## src/hdl/blk3_pkg.sv

```systemverilog
// ---------------------------------------------------------------------------
// BLAKE3 chunk compressor package
// Shared types, constants and helper functions for the chunk compressor.
// ---------------------------------------------------------------------------
`default_nettype none

package blk3_pkg;

  localparam int CV_WORDS    = 8;
  localparam int MSG_WORDS   = 16;
  localparam int ROUNDS      = 7;
  localparam int BLOCK_BYTES = 64;

  typedef logic [31:0] word_t;
  typedef logic [6:0]  fill_t;

  localparam logic [7:0] FLAG_START      = 8'h01;
  localparam logic [7:0] FLAG_END        = 8'h02;
  localparam logic [7:0] FLAG_INNER_NODE = 8'h04;
  localparam logic [7:0] FLAG_ROOT       = 8'h08;

  localparam word_t IV [CV_WORDS] = '{
    32'h6A09E667, 32'hBB67AE85, 32'h3C6EF372, 32'hA54FF53A,
    32'h510E527F, 32'h9B05688C, 32'h1F83D9AB, 32'h5BE0CD19
  };

  localparam logic [3:0] PERM [MSG_WORDS] = '{
    4'd2, 4'd6, 4'd3, 4'd10, 4'd7, 4'd0, 4'd4, 4'd13,
    4'd1, 4'd11, 4'd12, 4'd5, 4'd9, 4'd14, 4'd15, 4'd8
  };

  // Parameters of one compression besides the chaining value and message.
  typedef struct packed {
    logic [63:0] counter;
    fill_t       len;
    logic [7:0]  flags;
  } job_t;

  function automatic word_t rotr(word_t x, int n);
    return (x >> n) | (x << (32 - n));
  endfunction

endpackage

`default_nettype wire

```

## src/hdl/blake3_chunk_compress.sv

```systemverilog
// ---------------------------------------------------------------------------
// BLAKE3 chunk compressor
// Packs a word stream into 64-byte blocks, chains compressions from the IV
// and sends the final 8-word chaining value.
//
//   Channel  Handshake             Contents
//   in       in_valid / in_ready   data_word, word_bytes, first_word,
//                                  last_word, block_counter, domain_flags
//   out      out_valid / out_ready hash_word, hash_index, hash_last
//
// A word that does not close a block is registered in S_IDLE and placed in S_PLACE.
// Each compression runs 112 half-G steps on the shared mixer,
// plus load and finalization; a word that follows a full block pays one.
// A last word pays one more compression, then 8 output words, one per cycle
// while out_ready is high; in_ready stays low until the last one is taken.
// Reset loads the IV as chaining value and clears buffer, fill and flags.
// ---------------------------------------------------------------------------
`default_nettype none

module blake3_chunk_compress (
  input  var logic        clk,
  input  var logic        rst,
  input  var logic        in_valid,
  output logic            in_ready,
  input  var logic [31:0] data_word,
  input  var logic [2:0]  word_bytes,
  input  var logic        first_word,
  input  var logic        last_word,
  input  var logic [63:0] block_counter,
  input  var logic [7:0]  domain_flags,
  output logic            out_valid,
  input  var logic        out_ready,
  output logic [31:0]     hash_word,
  output logic [2:0]      hash_index,
  output logic            hash_last
);
  import blk3_pkg::*;

  typedef enum logic [5:0] {
    S_IDLE     = 6'b000001,
    S_PLACE    = 6'b000010,
    S_FLUSH    = 6'b000100,
    S_FINAL_GO = 6'b001000,
    S_FINAL    = 6'b010000,
    S_OUT      = 6'b100000
  } state_t;

  state_t      state;
  word_t       cv      [CV_WORDS];
  word_t       blk_buf [MSG_WORDS];
  fill_t       fill;
  logic        pending;
  logic [63:0] held_counter;
  logic [7:0]  held_flags;
  word_t       word_q;
  logic [2:0]  nb_q;
  logic        last_q;
  logic [2:0]  out_cnt;
  logic [2:0]  nb_in;
  word_t       word_in;
  logic        cmp_start;
  logic        cmp_done;
  logic        last_blk;
  job_t        job;
  word_t       cmp_cv  [CV_WORDS];

  assign in_ready   = (state == S_IDLE);
  assign out_valid  = (state == S_OUT);
  assign hash_word  = cv[out_cnt];
  assign hash_index = out_cnt;
  assign hash_last  = (out_cnt == 3'd7);

  always_comb begin
    nb_in = (last_word && word_bytes <= 3'd4) ? word_bytes : 3'd4;
    unique case (nb_in)
      3'd1:    word_in = {24'd0, data_word[7:0]};
      3'd2:    word_in = {16'd0, data_word[15:0]};
      3'd3:    word_in = {8'd0, data_word[23:0]};
      default: word_in = data_word;
    endcase
  end

  always_comb begin
    last_blk  = (state == S_FINAL_GO);
    cmp_start = last_blk || (state == S_PLACE && nb_q != 3'd0 && fill[6]);
    job.counter = held_counter;
    job.len     = last_blk ? fill : fill_t'(BLOCK_BYTES);
    job.flags   = held_flags;
    if (!last_blk) begin
      job.flags = job.flags & ~FLAG_ROOT;
    end
    if ((held_flags & FLAG_INNER_NODE) == 8'd0) begin
      if (pending) begin
        job.flags = job.flags | FLAG_START;
      end
      if (last_blk) begin
        job.flags = job.flags | FLAG_END;
      end
    end
  end

  blk3_compress u_compress (
    .clk    (clk),
    .rst    (rst),
    .start  (cmp_start),
    .job    (job),
    .cv_in  (cv),
    .msg_in (blk_buf),
    .done   (cmp_done),
    .cv_out (cmp_cv)
  );

  always_ff @(posedge clk) begin
    if (rst) begin
      state        <= S_IDLE;
      cv           <= IV;
      blk_buf      <= '{default: '0};
      fill         <= '0;
      pending      <= 1'b1;
      held_counter <= '0;
      held_flags   <= '0;
      out_cnt      <= '0;
    end else begin
      unique case (state)
        S_IDLE: begin
          if (in_valid) begin
            word_q <= word_in;
            nb_q   <= nb_in;
            last_q <= last_word;
            if (first_word) begin
              cv           <= IV;
              blk_buf      <= '{default: '0};
              fill         <= '0;
              pending      <= 1'b1;
              held_counter <= block_counter;
              held_flags   <= domain_flags;
            end
            state <= S_PLACE;
          end
        end
        S_PLACE: begin
          if (nb_q != 3'd0 && fill[6]) begin
            state <= S_FLUSH;
          end else begin
            if (nb_q != 3'd0) begin
              blk_buf[fill[5:2]] <= word_q;
              fill <= fill + fill_t'(nb_q);
            end
            state <= last_q ? S_FINAL_GO : S_IDLE;
          end
        end
        S_FLUSH: begin
          if (cmp_done) begin
            cv      <= cmp_cv;
            pending <= 1'b0;
            blk_buf <= '{default: '0};
            fill    <= '0;
            state   <= S_PLACE;
          end
        end
        S_FINAL_GO: begin
          state <= S_FINAL;
        end
        S_FINAL: begin
          if (cmp_done) begin
            cv      <= cmp_cv;
            pending <= 1'b0;
            out_cnt <= '0;
            state   <= S_OUT;
          end
        end
        S_OUT: begin
          if (out_ready) begin
            out_cnt <= out_cnt + 3'd1;
            if (out_cnt == 3'd7) begin
              cv      <= IV;
              blk_buf <= '{default: '0};
              fill    <= '0;
              pending <= 1'b1;
              state   <= S_IDLE;
            end
          end
        end
        default: begin
          state <= S_IDLE;
        end
      endcase
    end
  end

  a_no_overlap: assert property (@(posedge clk) disable iff (rst)
    !(in_ready && out_valid))
    else $error("input and output open together");

  a_fill_range: assert property (@(posedge clk) disable iff (rst)
    fill <= fill_t'(BLOCK_BYTES))
    else $error("block fill beyond one block");

  a_done_waited: assert property (@(posedge clk) disable iff (rst)
    cmp_done |-> (state == S_FLUSH || state == S_FINAL))
    else $error("compression finished with nobody waiting");

endmodule

`default_nettype wire

```

## src/hdl/blk3_gmix.sv

```systemverilog
// ---------------------------------------------------------------------------
// BLAKE3 half mixing step
// One half of the G function: three additions, two xors and two rotations.
// ---------------------------------------------------------------------------
`default_nettype none

module blk3_gmix (
  input  var blk3_pkg::word_t a,
  input  var blk3_pkg::word_t b,
  input  var blk3_pkg::word_t c,
  input  var blk3_pkg::word_t d,
  input  var blk3_pkg::word_t x,
  input  var logic            half,
  output blk3_pkg::word_t     a_out,
  output blk3_pkg::word_t     b_out,
  output blk3_pkg::word_t     c_out,
  output blk3_pkg::word_t     d_out
);
  import blk3_pkg::*;

  word_t a1;
  word_t dx;
  word_t cx;

  always_comb begin
    a1    = a + b + x;
    dx    = d ^ a1;
    d_out = half ? rotr(dx, 8) : rotr(dx, 16);
    c_out = c + d_out;
    cx    = b ^ c_out;
    b_out = half ? rotr(cx, 7) : rotr(cx, 12);
    a_out = a1;
  end

endmodule

`default_nettype wire

```

## src/hdl/blk3_compress.sv

```systemverilog
// ---------------------------------------------------------------------------
// BLAKE3 compression sequencer
// Runs seven rounds through one shared half-G unit.
// ---------------------------------------------------------------------------
`default_nettype none

module blk3_compress (
  input  var logic            clk,
  input  var logic            rst,
  input  var logic            start,
  input  var blk3_pkg::job_t  job,
  input  var blk3_pkg::word_t cv_in  [blk3_pkg::CV_WORDS],
  input  var blk3_pkg::word_t msg_in [blk3_pkg::MSG_WORDS],
  output logic                done,
  output blk3_pkg::word_t     cv_out [blk3_pkg::CV_WORDS]
);
  import blk3_pkg::*;

  typedef enum logic [2:0] {
    C_IDLE  = 3'b001,
    C_RUN   = 3'b010,
    C_FINAL = 3'b100
  } cstate_t;

  cstate_t     state;
  logic [2:0]  round;
  logic [2:0]  gidx;
  logic        half;
  word_t       row  [4][4];
  word_t       msg  [MSG_WORDS];
  word_t       gout [4];
  word_t       rot  [4][4];
  word_t       dg   [4][4];
  word_t       msh  [MSG_WORDS];
  word_t       mperm [MSG_WORDS];
  logic        last_step;

  blk3_gmix u_gmix (
    .a     (row[0][0]),
    .b     (row[1][0]),
    .c     (row[2][0]),
    .d     (row[3][0]),
    .x     (half ? msg[1] : msg[0]),
    .half  (half),
    .a_out (gout[0]),
    .b_out (gout[1]),
    .c_out (gout[2]),
    .d_out (gout[3])
  );

  assign last_step = (state == C_RUN) && half && (gidx == 3'd7) && (round == 3'(ROUNDS - 1));

  always_comb begin
    for (int k = 0; k < 4; k++) begin
      for (int j = 0; j < 3; j++) begin
        rot[k][j] = row[k][j + 1];
      end
      rot[k][3] = gout[k];
    end
    for (int k = 0; k < 4; k++) begin
      for (int j = 0; j < 4; j++) begin
        if (gidx == 3'd3) begin
          dg[k][j] = rot[k][2'(j + k)];
        end else if (gidx == 3'd7) begin
          dg[k][j] = rot[k][2'(j + 4 - k)];
        end else begin
          dg[k][j] = rot[k][j];
        end
      end
    end
    for (int j = 0; j < MSG_WORDS; j++) begin
      msh[j] = msg[4'(j + 2)];
    end
    for (int j = 0; j < MSG_WORDS; j++) begin
      mperm[j] = msh[PERM[j]];
    end
  end

  always_ff @(posedge clk) begin
    done <= 1'b0;
    if (rst) begin
      state <= C_IDLE;
      round <= '0;
      gidx  <= '0;
      half  <= 1'b0;
    end else begin
      unique case (state)
        C_IDLE: begin
          if (start) begin
            for (int j = 0; j < 4; j++) begin
              row[0][j] <= cv_in[j];
              row[1][j] <= cv_in[j + 4];
              row[2][j] <= IV[j];
            end
            row[3][0] <= job.counter[31:0];
            row[3][1] <= job.counter[63:32];
            row[3][2] <= {25'd0, job.len};
            row[3][3] <= {24'd0, job.flags};
            msg   <= msg_in;
            round <= '0;
            gidx  <= '0;
            half  <= 1'b0;
            state <= C_RUN;
          end
        end
        C_RUN: begin
          if (!half) begin
            for (int k = 0; k < 4; k++) begin
              row[k][0] <= gout[k];
            end
            half <= 1'b1;
          end else begin
            row  <= dg;
            msg  <= (gidx == 3'd7) ? mperm : msh;
            half <= 1'b0;
            gidx <= gidx + 3'd1;
            if (gidx == 3'd7) begin
              round <= round + 3'd1;
            end
            if (last_step) begin
              state <= C_FINAL;
            end
          end
        end
        C_FINAL: begin
          for (int j = 0; j < 4; j++) begin
            cv_out[j]     <= row[0][j] ^ row[2][j];
            cv_out[j + 4] <= row[1][j] ^ row[3][j];
          end
          done  <= 1'b1;
          state <= C_IDLE;
        end
        default: begin
          state <= C_IDLE;
        end
      endcase
    end
  end

  a_start_idle: assert property (@(posedge clk) disable iff (rst)
    start |-> state == C_IDLE)
    else $error("compression started while busy");

  a_done_final: assert property (@(posedge clk) disable iff (rst)
    done |-> $past(state == C_FINAL))
    else $error("done without a final cycle");

  a_last_step: assert property (@(posedge clk) disable iff (rst)
    last_step |=> state == C_FINAL)
    else $error("round sequence did not finish");

endmodule

`default_nettype wire
```

## config.mk

```make
export PLATFORM = sky130hd
export DESIGN_NAME = blake3_chunk_compress
export DESIGN_NICKNAME = d
export VERILOG_FILES = /design/src/hdl/blk3_pkg.sv /design/src/hdl/blake3_chunk_compress.sv /design/src/hdl/blk3_gmix.sv /design/src/hdl/blk3_compress.sv
export SDC_FILE = /design/constraint.sdc
export NUM_CORES = 2
export LEC_CHECK = 0
export ABC_AREA = 1
export BUFFER_PORTS_ARGS = -buffer_cell sky130_fd_sc_hd__buf_2
export CAP_MARGIN = 10
export CORE_UTILIZATION = 30
export CTS_CLUSTER_SIZE = 16
export DETAILED_ROUTE_END_ITERATION = 10
export GPL_TIMING_DRIVEN = 0
export HOLD_SLACK_MARGIN = 0.08
export SYNTH_ARGS = -nofsm -noshare
export SYNTH_HDL_FRONTEND = slang
export SYNTH_HIERARCHICAL = 1
export SYNTH_SLANG_ARGS = --single-unit
```

## constraint.sdc

```tcl
create_clock -name clk -period 28.2 [get_ports clk]
set_clock_uncertainty 0.1 [all_clocks]
set_input_delay 1.41 -clock clk [delete_from_list [all_inputs] [get_ports clk]]
set_output_delay 1.41 -clock clk [all_outputs]
set_load 0.005 [all_outputs]
```

==> results.md <==
* TNS Setup at 0 ns
* GRT Resource Usage Total at a little over a quarter
* Critical-path top delay cell: o21ai_0
* Clock root cell: clkbuf_16
* CORE AREA at roughly 0.26 mm2
* WL met3 at 45800 um
* Tot Pwr at roughly 6.4 mW
* Commonest cells after routing, fill and taps aside: nand2_1 (2256), edfxtp_1 (1060), nor2_1 (974)
* Clk sink count at between 1500 and 2000
* Status: finished clean
* R2R depth at 30
* Synth Area per Inst at ~8.9 um2
* Leakage at between 30 and 40 nW
* WL met2 at ~160000 um
* Routed WL at around 370000 um
* Num CTS Buffers at 181
* Mapped Area at between 0.07 and 0.08 mm2
* Initial DRC Count at approximately 11000
* Initial core utilization at about 30%
* Min cycle time layout at roughly 8.6 ns
* CP max FO at 10
* Buffers on Ports at approximately 150
* Die width at a little over 500 um
* Worst Hold Path EP: blk_buf[263]
* Fmax at 116 MHz
* Switching part of the total at a little under a third
* Worst Setup End Kind: flop
* Leading cell type in the layout, fill and taps excluded: nand2_1
* Rows at ~190
* Worst endpoint required time at between 20 and 30 ns
* Io pins at 151
* Setup Buffers After CTS at 0
* Launch point of the worst hold path: blk_buf[263]
* Worst skew pair latency at around 0.9 ns
* Crit-path max cell delay at about 1.0 ns
* WL/cell at 28.4 um
* Final Cycle Share at 30.5%
* Via Count at 69350
* Final ANT Viol Nets at 0
* Worst setup path start: u_compress/half
* Post-CTS sizing at 0
* Worst reg2reg path endpoint: u_compress/rot[299]
* Worst hold path class: reg2reg
* Max_slew headroom at under 10%
* Cts hold-fix bufs at 0
* Share of power burned in registers at between 40% and 50%
* Critical path's top delay family: compound AO/OA/AOI/OAI gates
* TritonCTS clock tree: built
* Synthesis Warnings at 6
* RSZ-0062 raised after global routing: false
* Largest net degree at the start of global routing at 126
* Mapped Cells at 8849
* Setup CP Type: reg2reg
* M1 WL at approximately 140000 um
* WHS Path Cells at 2
* Int Power at ~4.4 mW
* R2R setup slack at between 15 and 20 ns
* Congestion Overflow GR at 0
* DR top layer: met5
* Max Buffers Root-to-Sink at 4
* Hold Fails Final Rpt at 0
* Area growth syn-to-layout at 15.1%
* FF-to-FF Start: u_compress/half
* Worst Setup Start Kind: flop
* Combinational Power Share at ~17%
* Top cell by count, worst path: nand2_1
* Switch Pwr at just under 2 mW
* H-tree levels at 4
* Placer congestion estimate at between 1 and 1.5
* First-pass GRT wire length at between 400000 and 500000 um
* Hpwl dp at 292000 um
* Die outline height at roughly 520 um
* Syn_nets at approximately 9000
* Clk slew on worst S/H paths at roughly 0.060 ns
* Share of post-route cells with drive strength above 1 at a little over 10%
* Clk pwr share at ~38%
* Peak VDD IR at 0.0484 mV
* PD cells at ~70 mW/mm2
* Number of global-route vias before repair at 63099
* Initial antenna violation count at 31
* Worst EP arrival at 9.20 ns
* Worst Tran Pin Value at 1.42 ns
* CP bufs+invs at 5
* Max-cap violations at 0
* Fillers at between 20000 and 30000
* Drt drc at 0
* Final setup violating endpoints at 0
* Layout Nets at ~9500
* Final Max Slew Viols at 0
* DR pass1 iterations at 8
* Die area at approximately 0.27 mm2
* Via density at 5.37
per-layer routing:
layer	vias up	global-route usage, %
met5	-	0.237
met4	8	13.7
met3	752	7.38
met2	4380	40.0
met1	33412	35.3
li1	30798	-
metrics by stage:
step / hold WS [ns] / area (um2) / util [%] / setup WS [ns] / std cells
2_1_floorplan: 0.329 / 79100 / - / 0.994 / 8849
3_3_place_gp: 0.348 / 84300 / 32.1 / -17.12 / 12513
3_5_place_dp: 0.352 / 85200 / 32.5 / 19.70 / 12584
4_1_cts: 0.361 / 91000 / 34.7 / 19.74 / 12908
5_1_grt: 0.371 / 91000 / 34.7 / 19.44 / 12910
6_report: 0.360 / 91100 / 34.7 / 19.59 / 12920
registers in the layout (all words and copies together), names as in the netlist, 3 cells and up:
signal             cells
word_q                32
u_compress/state       3
held_flags             8
u_compress/cv_out    256
u_compress/row       128
u_compress/round       3
blk_buf              256
u_compress/mperm     256
u_compress/rot       384
fill                   7
nb_q                   3
state                  6
held_counter          64
hash_index             3
u_compress/gidx        3
cv                   256
layout make-up:
type / instances / area (um2) / area share [%]
sequential: 1672 / 44100 / 48.4
inverter: 437 / 1650 / 1.81
clock buffer: 248 / 5070 / 5.56
tap: 3515 / 4400 / 4.83
multi-input combinational: 6080 / 30400 / 33.4
timing repair buffer: 221 / 1600 / 1.76
buffer: 660 / 3080 / 3.39
antenna: 11 / 27.5 / 0.0302
clock inverter: 76 / 776 / 0.852
worst register-to-register path: cells and delay by family (launching register included):
kind	cells	cell delay [ns]
compound gates	6	2.28
buf+inv	5	0.94
fa+ha+maj	4	1.62
flops	1	0.34
simple gates	12	1.65
xor+xnor	3	1.53
worst max-delay path by stage:
stage / endpoint / slack (ns) / depth (start not counted)
floorplan: u_compress/cv_out[0] / 0.99 / 2
global placement: u_compress/cv_out[175] / -17.12 / 2
detailed placement: u_compress/rot[299] / 19.70 / 30
CTS: u_compress/rot[299] / 19.74 / 30
global route: u_compress/rot[294] / 19.44 / 30
finish: u_compress/rot[299] / 19.59 / 30
power groups by stage:
stage	sequential, mW	clock (mW)	combinational (mW)
5_1_grt	2.88	2.53	1.16
3_5_place_dp	2.92	0	1.05
3_3_place_gp	2.93	0	1.04
2_1_floorplan	2.84	0	0.647
6_report	2.88	2.43	1.09
4_1_cts	2.87	2.44	1.05
Note: power is estimated with default switching activity, not from simulation.
